==> config.mk <==
export PLATFORM = sky130hd
export DESIGN_NAME = dram_bank_timing_fsm
export DESIGN_NICKNAME = d
export VERILOG_FILES = /design/src/hdl/dbt_pkg.sv /design/src/hdl/dbt_regs.sv /design/src/hdl/dbt_queue.sv /design/src/hdl/dbt_bank.sv /design/src/hdl/dram_bank_timing_fsm.sv
export VERILOG_INCLUDE_DIRS = /design/src /design/src/hdl
export SDC_FILE = /design/constraint.sdc
export NUM_CORES = 1
export LEC_CHECK = 0
export ABC_CLOCK_PERIOD_IN_PS = 9100
export BUFFER_PORTS_ARGS = -buffer_cell sky130_fd_sc_hd__buf_4
export CORE_UTILIZATION = 41
export CTS_BUF_LIST = sky130_fd_sc_hd__clkbuf_4 sky130_fd_sc_hd__clkbuf_8
export CTS_CLUSTER_SIZE = 14
export DETAILED_ROUTE_END_ITERATION = 8
export HOLD_SLACK_MARGIN = 0.05
export PLACE_DENSITY_LB_ADDON = 0.12
export SYNTH_ARGS = -nofsm -noshare
export SYNTH_HDL_FRONTEND = slang
export SYNTH_SLANG_ARGS = --single-unit
export TNS_END_PERCENT = 50
==> constraint.sdc <==
create_clock -name clk -period 9.1 [get_ports clk]
set_input_delay 0.455 -clock clk [delete_from_list [all_inputs] [get_ports clk]]
set_output_delay 0.455 -clock clk [all_outputs]
set_load 0.02 [all_outputs]
==> src/hdl/dram_bank_timing_fsm_defines.svh <==
// ----------------------------------------------------------------------------
// dram bank timing fsm assertion macros
// shared concurrent assertion shorthands, clocked on clk and disabled in rst
// ----------------------------------------------------------------------------
`ifndef DRAM_BANK_TIMING_FSM_DEFINES_SVH
`define DRAM_BANK_TIMING_FSM_DEFINES_SVH

// same-cycle implication
`define DBT_ASSERT_NOW(label, ante, cons) \
  label: assert property (@(posedge clk) disable iff (rst) (ante) |-> (cons)) \
    else $error("dbt assertion failed");

// next-cycle implication
`define DBT_ASSERT_NEXT(label, ante, cons) \
  label: assert property (@(posedge clk) disable iff (rst) (ante) |=> (cons)) \
    else $error("dbt assertion failed");

`endif

==> src/hdl/dbt_pkg.sv <==
`timescale 1ns / 1ps
// ----------------------------------------------------------------------------
// dbt_pkg
// types, codes and constants shared by the dram bank timing blocks
// ----------------------------------------------------------------------------
package dbt_pkg;

  // completion queue sizing
  localparam int QUEUE_DEPTH = 8;
  localparam int QW = (QUEUE_DEPTH > 1) ? $clog2(QUEUE_DEPTH) : 1;
  localparam int CW = $clog2(QUEUE_DEPTH + 1);

  // fixed turnaround and auto-precharge delays
  localparam int READ_TO_PRECHARGE    = 6;
  localparam int WRITE_TO_PRECHARGE   = 16;
  localparam int READ_AUTO_PRE_DELAY  = 20;
  localparam int WRITE_AUTO_PRE_DELAY = 30;

  localparam logic [10:0] SINCE_MAX = 11'd2047;

  // command codes
  localparam logic [2:0] CMD_ACT   = 3'd0;
  localparam logic [2:0] CMD_RD    = 3'd1;
  localparam logic [2:0] CMD_RD_AP = 3'd2;
  localparam logic [2:0] CMD_WR    = 3'd3;
  localparam logic [2:0] CMD_WR_AP = 3'd4;
  localparam logic [2:0] CMD_PRE   = 3'd5;
  localparam logic [2:0] CMD_REF   = 3'd6;

  // error codes
  localparam logic [1:0] ERR_NONE      = 2'd0;
  localparam logic [1:0] ERR_IDLE_CMD  = 2'd1;
  localparam logic [1:0] ERR_ACTIVE_CMD = 2'd2;
  localparam logic [1:0] ERR_ROW       = 2'd3;

  // register indexes
  localparam int NUM_REGS = 8;
  localparam logic [2:0] REG_ACT_DELAY = 3'd0;
  localparam logic [2:0] REG_REF_DELAY = 3'd1;
  localparam logic [2:0] REG_PRE_DELAY = 3'd2;
  localparam logic [2:0] REG_RD_RD     = 3'd3;
  localparam logic [2:0] REG_WR_RD     = 3'd4;
  localparam logic [2:0] REG_RD_WR     = 3'd5;
  localparam logic [2:0] REG_WR_WR     = 3'd6;
  localparam logic [2:0] REG_RD_LAT    = 3'd7;

  typedef enum logic [2:0] {
    ST_IDLE        = 3'd0,
    ST_ACTIVATING  = 3'd1,
    ST_ACTIVE      = 3'd2,
    ST_REFRESHING  = 3'd3,
    ST_PRECHARGING = 3'd4
  } bank_state_t;

  typedef struct packed {
    logic        cmd_valid;
    logic [2:0]  mode;
    logic [15:0] row;
    logic [15:0] tag;
  } in_word_t;

  typedef struct packed {
    logic        accepted;
    logic        done_valid;
    logic [15:0] done_tag;
    logic        error_valid;
    logic [1:0]  error_code;
    logic [2:0]  bank_status;
    logic [15:0] open_row_out;
    logic [3:0]  reads_pending;
  } out_word_t;

  typedef struct packed {
    logic [9:0] activate_delay;
    logic [9:0] refresh_delay;
    logic [9:0] precharge_delay;
    logic [9:0] read_after_read;
    logic [9:0] read_after_write;
    logic [9:0] write_after_read;
    logic [9:0] write_after_write;
    logic [9:0] read_latency;
  } cfg_t;

  localparam cfg_t CFG_RESET = '{
    activate_delay:    10'd14,
    refresh_delay:     10'd350,
    precharge_delay:   10'd14,
    read_after_read:   10'd4,
    read_after_write:  10'd20,
    write_after_read:  10'd8,
    write_after_write: 10'd4,
    read_latency:      10'd18
  };

  // bank to completion queue
  typedef struct packed {
    logic        push;
    logic [9:0]  due;
    logic [15:0] tag;
  } push_t;

  // completion queue head report
  typedef struct packed {
    logic        valid;
    logic [15:0] tag;
  } done_t;

  // bank per-tick outcome
  typedef struct packed {
    logic        accepted;
    logic [1:0]  err;
    bank_state_t mode;
    logic [15:0] open_row;
  } bank_res_t;

endpackage

==> src/hdl/dbt_regs.sv <==
`timescale 1ns / 1ps
// ----------------------------------------------------------------------------
// dbt_regs
// apb timing register file, eight 10-bit registers at word addresses
// ----------------------------------------------------------------------------
module dbt_regs import dbt_pkg::*; (
  input  logic        clk,
  input  logic        rst,
  input  logic        psel,
  input  logic        penable,
  input  logic        pwrite,
  input  logic [4:0]  paddr,
  input  logic [31:0] pwdata,
  output logic [31:0] prdata,
  output logic        pready,
  output cfg_t        cfg
);

  logic [2:0] idx;
  logic       wr_en;

  assign idx    = paddr[4:2];
  assign wr_en  = psel && penable && pwrite;
  assign pready = 1'b1;

  // register writes
  always_ff @(posedge clk) begin
    if (rst) begin
      cfg <= CFG_RESET;
    end else if (wr_en) begin
      case (idx)
        REG_ACT_DELAY: cfg.activate_delay    <= pwdata[9:0];
        REG_REF_DELAY: cfg.refresh_delay     <= pwdata[9:0];
        REG_PRE_DELAY: cfg.precharge_delay   <= pwdata[9:0];
        REG_RD_RD:     cfg.read_after_read   <= pwdata[9:0];
        REG_WR_RD:     cfg.read_after_write  <= pwdata[9:0];
        REG_RD_WR:     cfg.write_after_read  <= pwdata[9:0];
        REG_WR_WR:     cfg.write_after_write <= pwdata[9:0];
        REG_RD_LAT:    cfg.read_latency      <= pwdata[9:0];
        default: ;
      endcase
    end
  end

  // readback
  always_comb begin
    prdata = '0;
    case (idx)
      REG_ACT_DELAY: prdata[9:0] = cfg.activate_delay;
      REG_REF_DELAY: prdata[9:0] = cfg.refresh_delay;
      REG_PRE_DELAY: prdata[9:0] = cfg.precharge_delay;
      REG_RD_RD:     prdata[9:0] = cfg.read_after_read;
      REG_WR_RD:     prdata[9:0] = cfg.read_after_write;
      REG_RD_WR:     prdata[9:0] = cfg.write_after_read;
      REG_WR_WR:     prdata[9:0] = cfg.write_after_write;
      REG_RD_LAT:    prdata[9:0] = cfg.read_latency;
      default:       prdata = '0;
    endcase
  end

endmodule

==> src/hdl/dbt_queue.sv <==
`timescale 1ns / 1ps
`include "dram_bank_timing_fsm_defines.svh"
// ----------------------------------------------------------------------------
// dbt_queue
// read completion queue: per-entry countdown, head pops when it reaches zero
// ----------------------------------------------------------------------------
module dbt_queue import dbt_pkg::*; (
  input  logic          clk,
  input  logic          rst,
  input  logic          tick,
  input  push_t         push_in,
  output done_t         done,
  output logic [CW-1:0] count_after,
  output logic [CW-1:0] count_next
);

  logic [9:0]    due_left [QUEUE_DEPTH];
  logic [15:0]   due_tag  [QUEUE_DEPTH];
  logic [CW-1:0] count;

  logic [9:0]    dec      [QUEUE_DEPTH];
  logic [9:0]    sh_left  [QUEUE_DEPTH];
  logic [15:0]   sh_tag   [QUEUE_DEPTH];
  logic          pop;
  logic [QW-1:0] wr_idx;

  // count down every entry, pop the head when due
  always_comb begin
    for (int i = 0; i < QUEUE_DEPTH; i++) begin
      dec[i] = (due_left[i] != 10'd0) ? due_left[i] - 10'd1 : 10'd0;
    end
    pop = (count != '0) && (dec[0] == 10'd0);
    for (int i = 0; i < QUEUE_DEPTH - 1; i++) begin
      if (pop) begin
        sh_left[i] = dec[i + 1];
        sh_tag[i]  = due_tag[i + 1];
      end else begin
        sh_left[i] = dec[i];
        sh_tag[i]  = due_tag[i];
      end
    end
    // last entry only ever moves down
    sh_left[QUEUE_DEPTH - 1] = dec[QUEUE_DEPTH - 1];
    sh_tag[QUEUE_DEPTH - 1]  = due_tag[QUEUE_DEPTH - 1];
  end

  assign count_after = count - CW'(pop);
  assign count_next  = count_after + CW'(push_in.push);
  assign wr_idx      = count_after[QW-1:0];
  assign done.valid  = pop;
  assign done.tag    = due_tag[0];

  // entry storage, no reset needed
  always_ff @(posedge clk) begin
    if (tick) begin
      for (int i = 0; i < QUEUE_DEPTH; i++) begin
        if (push_in.push && (wr_idx == QW'(i))) begin
          due_left[i] <= push_in.due;
          due_tag[i]  <= push_in.tag;
        end else begin
          due_left[i] <= sh_left[i];
          due_tag[i]  <= sh_tag[i];
        end
      end
    end
  end

  // fill count
  always_ff @(posedge clk) begin
    if (rst) begin
      count <= '0;
    end else if (tick) begin
      count <= count_next;
    end
  end

  `DBT_ASSERT_NOW(a_push_has_room, tick && push_in.push, count_after < CW'(QUEUE_DEPTH))
  `DBT_ASSERT_NOW(a_count_bound, 1'b1, count <= CW'(QUEUE_DEPTH))

endmodule

==> src/hdl/dbt_bank.sv <==
`timescale 1ns / 1ps
`include "dram_bank_timing_fsm_defines.svh"
// ----------------------------------------------------------------------------
// dbt_bank
// bank state machine with command slot, timed waits and column turnaround
// ----------------------------------------------------------------------------
module dbt_bank import dbt_pkg::*; (
  input  logic          clk,
  input  logic          rst,
  input  logic          tick,
  input  in_word_t      word,
  input  cfg_t          cfg,
  input  logic [CW-1:0] q_count_after,
  output push_t         push_out,
  output bank_res_t     res
);

  bank_state_t mode, mode_next;
  logic [15:0] open_row, open_row_next;
  logic        slot_full, slot_full_next;
  logic [2:0]  slot_cmd, slot_cmd_next;
  logic [15:0] slot_row, slot_row_next;
  logic [15:0] slot_tag, slot_tag_next;
  logic [9:0]  wait_left, wait_left_next;
  logic [10:0] since_column, since_column_next;
  logic        last_was_read, last_was_read_next;

  logic        accepted;
  logic [1:0]  err;
  logic [10:0] need;
  logic        q_full;

  assign q_full = q_count_after >= CW'(QUEUE_DEPTH);

  // state registers
  always_ff @(posedge clk) begin
    if (rst) begin
      mode          <= ST_IDLE;
      open_row      <= '0;
      slot_full     <= 1'b0;
      slot_cmd      <= CMD_ACT;
      slot_row      <= '0;
      slot_tag      <= '0;
      wait_left     <= '0;
      since_column  <= '0;
      last_was_read <= 1'b0;
    end else if (tick) begin
      mode          <= mode_next;
      open_row      <= open_row_next;
      slot_full     <= slot_full_next;
      slot_cmd      <= slot_cmd_next;
      slot_row      <= slot_row_next;
      slot_tag      <= slot_tag_next;
      wait_left     <= wait_left_next;
      since_column  <= since_column_next;
      last_was_read <= last_was_read_next;
    end
  end

  // next state and per-tick outcome
  always_comb begin
    mode_next          = mode;
    open_row_next      = open_row;
    slot_cmd_next      = slot_cmd;
    slot_row_next      = slot_row;
    slot_tag_next      = slot_tag;
    last_was_read_next = last_was_read;
    accepted           = 1'b0;
    err                = ERR_NONE;
    need               = '0;
    push_out.push      = 1'b0;
    push_out.due       = cfg.read_latency;

    // free-running counters
    since_column_next = (since_column == SINCE_MAX) ? since_column : since_column + 11'd1;
    wait_left_next    = (wait_left != 10'd0) ? wait_left - 10'd1 : 10'd0;

    // slot fill
    slot_full_next = slot_full;
    if (word.cmd_valid && !slot_full) begin
      accepted       = 1'b1;
      slot_full_next = 1'b1;
      slot_cmd_next  = word.mode;
      slot_row_next  = word.row;
      slot_tag_next  = word.tag;
    end
    push_out.tag = slot_tag_next;

    if (wait_left_next == 10'd0) begin
      // timed states finish
      case (mode)
        ST_REFRESHING, ST_PRECHARGING: mode_next = ST_IDLE;
        ST_ACTIVATING:                 mode_next = ST_ACTIVE;
        default:                       mode_next = mode;
      endcase

      // serve the slot
      if (slot_full_next) begin
        slot_full_next = 1'b0;
        if (mode_next == ST_IDLE) begin
          case (slot_cmd_next)
            CMD_ACT: begin
              open_row_next  = slot_row_next;
              mode_next      = ST_ACTIVATING;
              wait_left_next = cfg.activate_delay;
            end
            CMD_REF: begin
              mode_next      = ST_REFRESHING;
              wait_left_next = cfg.refresh_delay;
            end
            default: err = ERR_IDLE_CMD;
          endcase
        end else begin
          case (slot_cmd_next)
            CMD_RD, CMD_RD_AP: begin
              need = {1'b0, last_was_read ? cfg.read_after_read : cfg.read_after_write};
              if (since_column_next < need || q_full) begin
                slot_full_next = 1'b1;
              end else if (slot_row_next != open_row) begin
                err = ERR_ROW;
              end else begin
                since_column_next  = '0;
                last_was_read_next = 1'b1;
                push_out.push      = 1'b1;
                if (slot_cmd_next == CMD_RD_AP) begin
                  mode_next      = ST_PRECHARGING;
                  wait_left_next = 10'(READ_AUTO_PRE_DELAY);
                end
              end
            end
            CMD_WR, CMD_WR_AP: begin
              need = {1'b0, last_was_read ? cfg.write_after_read : cfg.write_after_write};
              if (since_column_next < need) begin
                slot_full_next = 1'b1;
              end else if (slot_row_next != open_row) begin
                err = ERR_ROW;
              end else begin
                since_column_next  = '0;
                last_was_read_next = 1'b0;
                if (slot_cmd_next == CMD_WR_AP) begin
                  mode_next      = ST_PRECHARGING;
                  wait_left_next = 10'(WRITE_AUTO_PRE_DELAY);
                end
              end
            end
            CMD_PRE: begin
              need = last_was_read ? 11'(READ_TO_PRECHARGE) : 11'(WRITE_TO_PRECHARGE);
              if (since_column_next < need) begin
                slot_full_next = 1'b1;
              end else begin
                mode_next      = ST_PRECHARGING;
                wait_left_next = cfg.precharge_delay;
              end
            end
            default: err = ERR_ACTIVE_CMD;
          endcase
        end
      end
    end

    res.accepted = accepted;
    res.err      = err;
    res.mode     = mode_next;
    res.open_row = open_row_next;
  end

  `DBT_ASSERT_NOW(a_wait_only_timed, wait_left != 10'd0,
                  mode == ST_ACTIVATING || mode == ST_REFRESHING || mode == ST_PRECHARGING)
  `DBT_ASSERT_NEXT(a_slot_held_busy, tick && slot_full && wait_left > 10'd1,
                   slot_full && $stable(slot_cmd) && $stable(slot_row))

endmodule

==> src/hdl/dram_bank_timing_fsm.sv <==
// output: the result word of an accepted tick word is registered in the output register
// throughput: one tick word per cycle; the next word enters while a result is being taken
// a stalled result holds the input side off until it is taken
// reset: synchronous, clears bank state, command slot and queue count, reloads timing defaults
`timescale 1ns / 1ps
`include "dram_bank_timing_fsm_defines.svh"
// ----------------------------------------------------------------------------
// dram_bank_timing_fsm
// dram bank state machine with timing checks and read completion reporting
// ----------------------------------------------------------------------------
module dram_bank_timing_fsm import dbt_pkg::*; (
  input  logic        clk,
  input  logic        rst,
  input  logic        in_valid,
  output logic        in_stall,
  input  in_word_t    in_data,
  output logic        out_valid,
  input  logic        out_stall,
  output out_word_t   out_data,
  input  logic        psel,
  input  logic        penable,
  input  logic        pwrite,
  input  logic [4:0]  paddr,
  input  logic [31:0] pwdata,
  output logic [31:0] prdata,
  output logic        pready
);

  logic          tick;
  cfg_t          cfg;
  push_t         push;
  done_t         done;
  bank_res_t     res;
  logic [CW-1:0] q_count_after;
  logic [CW-1:0] q_count_next;
  out_word_t     result;

  assign in_stall = out_valid && out_stall;
  assign tick     = in_valid && !in_stall;

  dbt_regs u_regs (
    .clk     (clk),
    .rst     (rst),
    .psel    (psel),
    .penable (penable),
    .pwrite  (pwrite),
    .paddr   (paddr),
    .pwdata  (pwdata),
    .prdata  (prdata),
    .pready  (pready),
    .cfg     (cfg)
  );

  dbt_queue u_queue (
    .clk         (clk),
    .rst         (rst),
    .tick        (tick),
    .push_in     (push),
    .done        (done),
    .count_after (q_count_after),
    .count_next  (q_count_next)
  );

  dbt_bank u_bank (
    .clk           (clk),
    .rst           (rst),
    .tick          (tick),
    .word          (in_data),
    .cfg           (cfg),
    .q_count_after (q_count_after),
    .push_out      (push),
    .res           (res)
  );

  // result word assembly
  always_comb begin
    result.accepted      = res.accepted;
    result.done_valid    = done.valid;
    result.done_tag      = done.valid ? done.tag : 16'd0;
    result.error_valid   = (res.err != ERR_NONE);
    result.error_code    = res.err;
    result.bank_status   = res.mode;
    result.open_row_out  = res.open_row;
    result.reads_pending = 4'(q_count_next);
  end

  // output register
  always_ff @(posedge clk) begin
    if (rst) begin
      out_valid <= 1'b0;
    end else if (tick) begin
      out_valid <= 1'b1;
    end else if (!out_stall) begin
      out_valid <= 1'b0;
    end
  end

  always_ff @(posedge clk) begin
    if (tick) begin
      out_data <= result;
    end
  end

  `DBT_ASSERT_NOW(a_done_tag_zero, out_valid && !out_data.done_valid, out_data.done_tag == 16'd0)
  `DBT_ASSERT_NOW(a_err_code_match, out_valid,
                  out_data.error_valid == (out_data.error_code != ERR_NONE))

endmodule
### After elaboration in Yosys (flattened, before gate mapping)

Memory sizes are Yosys's and may differ from the RTL's.
Cells that the tools add are included.

| word-level totals | value |
|---|---|
| bits of input ports | 80 |
| RAM bits | 208 |
| memories | 2 |
| word-level logic and storage cells | 302 |
| register bits after elaboration | 206 |
| output and inout port bits | 79 |

Memories:

| memory | words | bits a word | read ports | clocked after memory_dff | write ports | line | text |
|---|---|---|---|---|---|---|---|
| u_queue.due_tag | 8 | 16 | 8 | 0 | 8 | dbt_queue.sv:18 | `logic [15:0] due_tag [QUEUE_DEPTH];` |
| u_queue.due_left | 8 | 10 | 8 | 0 | 8 | dbt_queue.sv:17 | `logic [9:0] due_left [QUEUE_DEPTH];` |

| cells by class | value |
|---|---|
| bitwise gates (word level) | 17 |
| $add $sub $neg | 12 |
| magnitude comparators | 4 |
| multiplexer cells | 162 |
| reduce and logical (&&, ||, !) cells | 48 |
| eq/ne operators | 30 |

Operator list:

| operator | count |
|---|---|
| $mux 10 | 36 |
| $mux 16 | 21 |
| $reduce_bool 10->1 | 9 |
| $sub 10x1->10 const B | 9 |
| $pmux 10 s8 | 1 |
| $mux 11 | 7 |
| $mux 1 | 69 |
| $eq 3x3->1 const B | 12 |
| $mux 3 | 12 |
| $pmux 10 s3 | 1 |
| $lt 11x10->1 | 2 |
| $pmux 11 s2 | 1 |
| $eq 3x2->1 const B | 7 |
| $logic_not 10->1 | 2 |
| $pmux 10 s2 | 1 |
| $ne 16x16->1 | 1 |
| $or 1x1->1 | 16 |
| $reduce_and 2->1 | 8 |
| $logic_and 1x1->1 | 14 |
| $eq 3x1->1 const B | 4 |
| $logic_not 3->1 | 4 |
| $mux 2 | 6 |
| $pmux 3 s2 | 2 |
| $add 11x1->11 const B | 1 |
| other kinds (19) | 27 |

### Logic depth before layout (Yosys ltp)

An unclocked memory read counts as a cell.

| logic depth | value |
|---|---|
| word-level depth | 18 |
| depth in mapped cells | 20 |
| gate-level depth less buffers | 18 |

### Hierarchy

A second synthesis with hierarchy kept.

| second synthesis, totals | value |
|---|---|
| cell total of the unflattened synthesis | 2654 |
| area total of the unflattened synthesis | 23070.9 sq um |

By module, submodules not included:

| module | cells each | sequential area each (sq um) | instances | area an instance (sq um) |
|---|---|---|---|---|
| dbt_queue | 1279 | 6326.1 | 1 | 11803.8 |
| dbt_bank | 819 | 1541.5 | 1 | 5861.9 |
| dbt_regs | 489 | 1601.5 | 1 | 3910.0 |
| dram_bank_timing_fsm | 67 | 1341.3 | 1 | 1495.2 |

### Worst setup path before layout

No wires, ideal clock.

| timing path | value |
|---|---|
| kind | flip-flop to flip-flop |
| start point | mem u_queue.due_left[0][2] |
| end point | mem u_queue.due_tag[4][0], in the netlist u_queue.due_tag[1][0] (enable) |
| path slack | 3.863 ns |
| arrival time | 4.848 ns |
| stages on the path, launching flop included | 19 |
| data required time | 8.712 ns |
| setup time | 0.388 ns |
| period minus slack after synthesis | 5.237 ns |
| path buffers | 3 |
| cell sequence | edfxtp_1 nor3_2 nand3_1 or4_1 o41a_1 or3_1 clkinv_1 clkbuf_1 clkbuf_1 ha_1 nor3b_1 xor2_1 nor3_1 a211oi_4 nor4b_4 and2_1 buf_6 a21oi_1 nor2_1 |

RTL lines:

| item | line |
|---|---|
| start: declaration | dbt_queue.sv:17 |
| end: declaration | dbt_queue.sv:18 |

==> flow_summary.json <==
{
  "status": "complete, no violations",
  "synth_fa_ha_area_share_pct": 1.87,
  "cts_tree": "built",
  "cts_root_buf": "clkbuf_8",
  "drt_wl_total_um": 55400,
  "ys_dominant_reg_cell": "edfxtp_1",
  "setup_ws_ns": 3.12,
  "cts.clk_slew.worst_paths_ns": 0.06,
  "crit_path_start": "u_queue.due_left[0][2]",
  "start_util_pct": 41.9,
  "cp.required_ns": 9.50,
  "synth-edff-count": 252,
  "period_share_pct": 65.7,
  "yosysSeqAreaShare_pct": 47.5,
  "dpl_cell_area_um2": 23900,
  "cts_sinks": 414,
  "layout_common_cells": "nand2_1, edfxtp_1, nor2_1",
  "place_ws_ns": 3.15,
  "syn_avg_cell_area_um2": 10.5,
  "hold_start": "pwdata[6]",
  "r2r-start": "u_queue.due_left[0][2]",
  "startpoint_type": "flip-flop",
  "grt_pass1_wl_um": 86800,
  "drive_above_1_share_pct": 21.5,
  "first_iter_violations": 1280,
  "clk_path_buf_depth": 3,
  "synth-seq-cells": 414,
  "vias": 16217,
  "timing.fmax_mhz": 167,
  "h-tree-depth": 3,
  "finalCriticalPeriod_ns": 5.98,
  "place_congestion": 0.844,
  "skew_ns": 0.0351,
  "layout_commonest_cell": "nand2_1",
  "synth-simple-area-share_pct": 15.6,
  "hold_viol": 0,
  "power.leakage_nw": 9.72,
  "muxShareOfSynthArea_pct": 17.9,
  "die_w_um": 238,
  "grt_pass1_vias": 15586,
  "synthXorXnorAreaFrac_pct": 2.39,
  "maxCapViolCount": 0,
  "tns_ns": 0,
  "ios": 159,
  "drc": 0,
  "grt_usage_pct": 19.4,
  "synthArstFlopShare_pct": 0,
  "clk-insertion-delay-late_ns": 0.67,
  "cp.arrival_ns": 6.38,
  "antenna_cells": 0,
  "synth_area_um2": 22800,
  "critical_path.max_fanout": 26,
  "grt_max_degree": 107,
  "cts_setup_buffers": 0,
  "finalPower_mw": 4.74,
  "worst_pin_slew_ns": 1.22,
  "syn_inst": 2158,
  "dieArea_um2": 56500,
  "end_kind": "flip-flop",
  "num_rows": 85,
  "via_per_inst": 5.29,
  "ys_types": 95,
  "core_um2": 54300,
  "ys.warnings.count": 0,
  "area_growth_pct": 12.9,
  "final-max-slew-violation-count": 0,
  "cts_buffers": 77,
  "dp_hpwl_um": 37900,
  "power.density_nw_per_um2": 184,
  "synth_compound_gate_area_share_pct": 10.0,
  "path_class": "reg -> reg",
  "setup-violations-final": 0,
  "antenna_found_initial": 0,
  "hold_path_class": "in -> reg",
  "synth_top_family_by_area": "multiplexers",
  "slew_headroom_pct": 18.3,
  "dr.pass1.iters": 7,
  "vdd_drop_max_mv": 0.132,
  "ant_nets": 0,
  "port_buffers": 111,
  "design_area_um2": 25700,
  "grt_overflow": 0,
  "layout.nets": 2380,
  "die_height_um": 238,
  "rsz0062_at_grt": "no",
  "wl_per_cell_um": 18.1
}
-- metrics by stage --
| step | instances | util (%) | hold WS, ns |
|---|---|---|---|
| after floorplan | 2179 | - | 0.436 |
| after CTS | 3063 | 47.3 | 0.0633 |
| after global placement | 2908 | 44.1 | 0.442 |
| after global routing | 3063 | 47.3 | 0.0826 |
| final | 3063 | 47.3 | 0.106 |
| after detailed placement | 2908 | 44.1 | 0.446 |
-- cells by family after synthesis --
family	after synthesis
compound gates	341
xor+xnor	62
fa+ha+maj	34
buf+inv	206
flops	414
mux	336
other cells	2
simple gates	763
-- report_power, final --
part	switching (mW)	total, mW	internal (mW)
combinational	0.422	0.744	0.321
clock	0.818	1.86	1.04
sequential	0.0614	2.14	2.08
total	1.30	4.74	3.44
-- sequential cells by signal (all words and copies together), names as in the netlist --
register              cells
u_bank.slot_tag          16
u_bank.since_column      11
u_queue.due_left         80
u_bank.slot_row          16
u_bank.slot_full          1
u_bank.wait_left         10
u_bank.last_was_read      1
u_regs.cfg               80
u_queue.count             4
out_valid                 1
u_bank.open_row          16
u_bank.mode               3
out_data                 44
u_queue.due_tag         128
u_bank.slot_cmd           3
-- final timing paths --
kind / endpoint / slack, ns / cells after the start
max: u_queue.due_tag[1][34] / 3.12 / 15
min: u_regs.cfg[66] / 0.11 / 2
max reg2reg: u_queue.due_tag[1][34] / 3.12 / 15
min reg2reg: u_bank.slot_row[0] / 0.45 / 2
-- synth_stat cells, types with 5 or more instances --
library cell | instances | area (µm²)
nand2_1 | 287 | 1080
edfxtp_1 | 252 | 7570
nor2_1 | 224 | 841
dfxtp_1 | 162 | 3240
mux2i_1 | 136 | 1360
a21oi_1 | 118 | 591
mux2_4 | 110 | 1650
mux2_2 | 81 | 912
clkbuf_1 | 75 | 282
nor3_1 | 66 | 330
inv_1 | 62 | 233
o21ai_0 | 52 | 260
ha_1 | 34 | 425
xor2_1 | 33 | 289
xnor2_1 | 29 | 254
a31oi_1 | 27 | 169
buf_4 | 25 | 188
and2_1 | 23 | 144
nor2b_1 | 23 | 144
nand3_1 | 21 | 105
buf_1 | 20 | 75.1
o22ai_1 | 19 | 119
nor4_1 | 17 | 106
nand2b_1 | 16 | 100
a22oi_1 | 15 | 113
a211o_1 | 12 | 105
and3_1 | 12 | 75.1
nor3b_1 | 11 | 82.6
or3_1 | 11 | 68.8
a211oi_1 | 10 | 75.1
or4_1 | 10 | 75.1
a21o_1 | 9 | 67.6
a221oi_1 | 9 | 78.8
o2bb2ai_1 | 9 | 78.8
nand3b_1 | 8 | 60.1
a21oi_4 | 7 | 114
buf_6 | 7 | 78.8
nand4_1 | 7 | 43.8
o22a_1 | 7 | 61.3
or2_2 | 7 | 43.8
buf_12 | 6 | 120
o211ai_1 | 5 | 37.5
o221ai_1 | 5 | 43.8
-- routing by layer --
layer	track usage (%)	vias up	wire length, µm
li1	-	7975	-
met1	25.4	7788	25200
met2	32.5	380	26700
met3	3.09	74	2450
met4	6.67	0	1080
met5	0	-	0
-- critical path: stages, from the launching register on --
cell	delay, ns
edfxtp_1	0.45
nor3_2	0.28
nand3_1	0.24
nor4_2	0.61
nor2_1	0.11
or3_1	0.41
inv_2	0.17
ha_1	0.19
nor3b_1	0.22
xor2_1	0.55
o21ba_2	0.27
a211oi_4	0.31
nor4b_4	0.11
and2_1	0.38
a21oi_4	0.98
mux2_2	0.43
-- what timing repair did --
action | 4_1_cts | 5_1_grt
gates resized for setup | 0 | 0
hold buffers | 18 | 0
endpoints found under the hold margin | 18 | 0
-- area by class of cell --
class	count	area, µm²
clock inverters	15	143
repair buffers	150	1170
fillers	5043	28600
flip-flops and latches	414	10800
inverters	64	248
clock buffers	122	1440
multi-input cells	1559	11000
well taps	739	925
No activity file was read; power rests on OpenSTA's default activity.
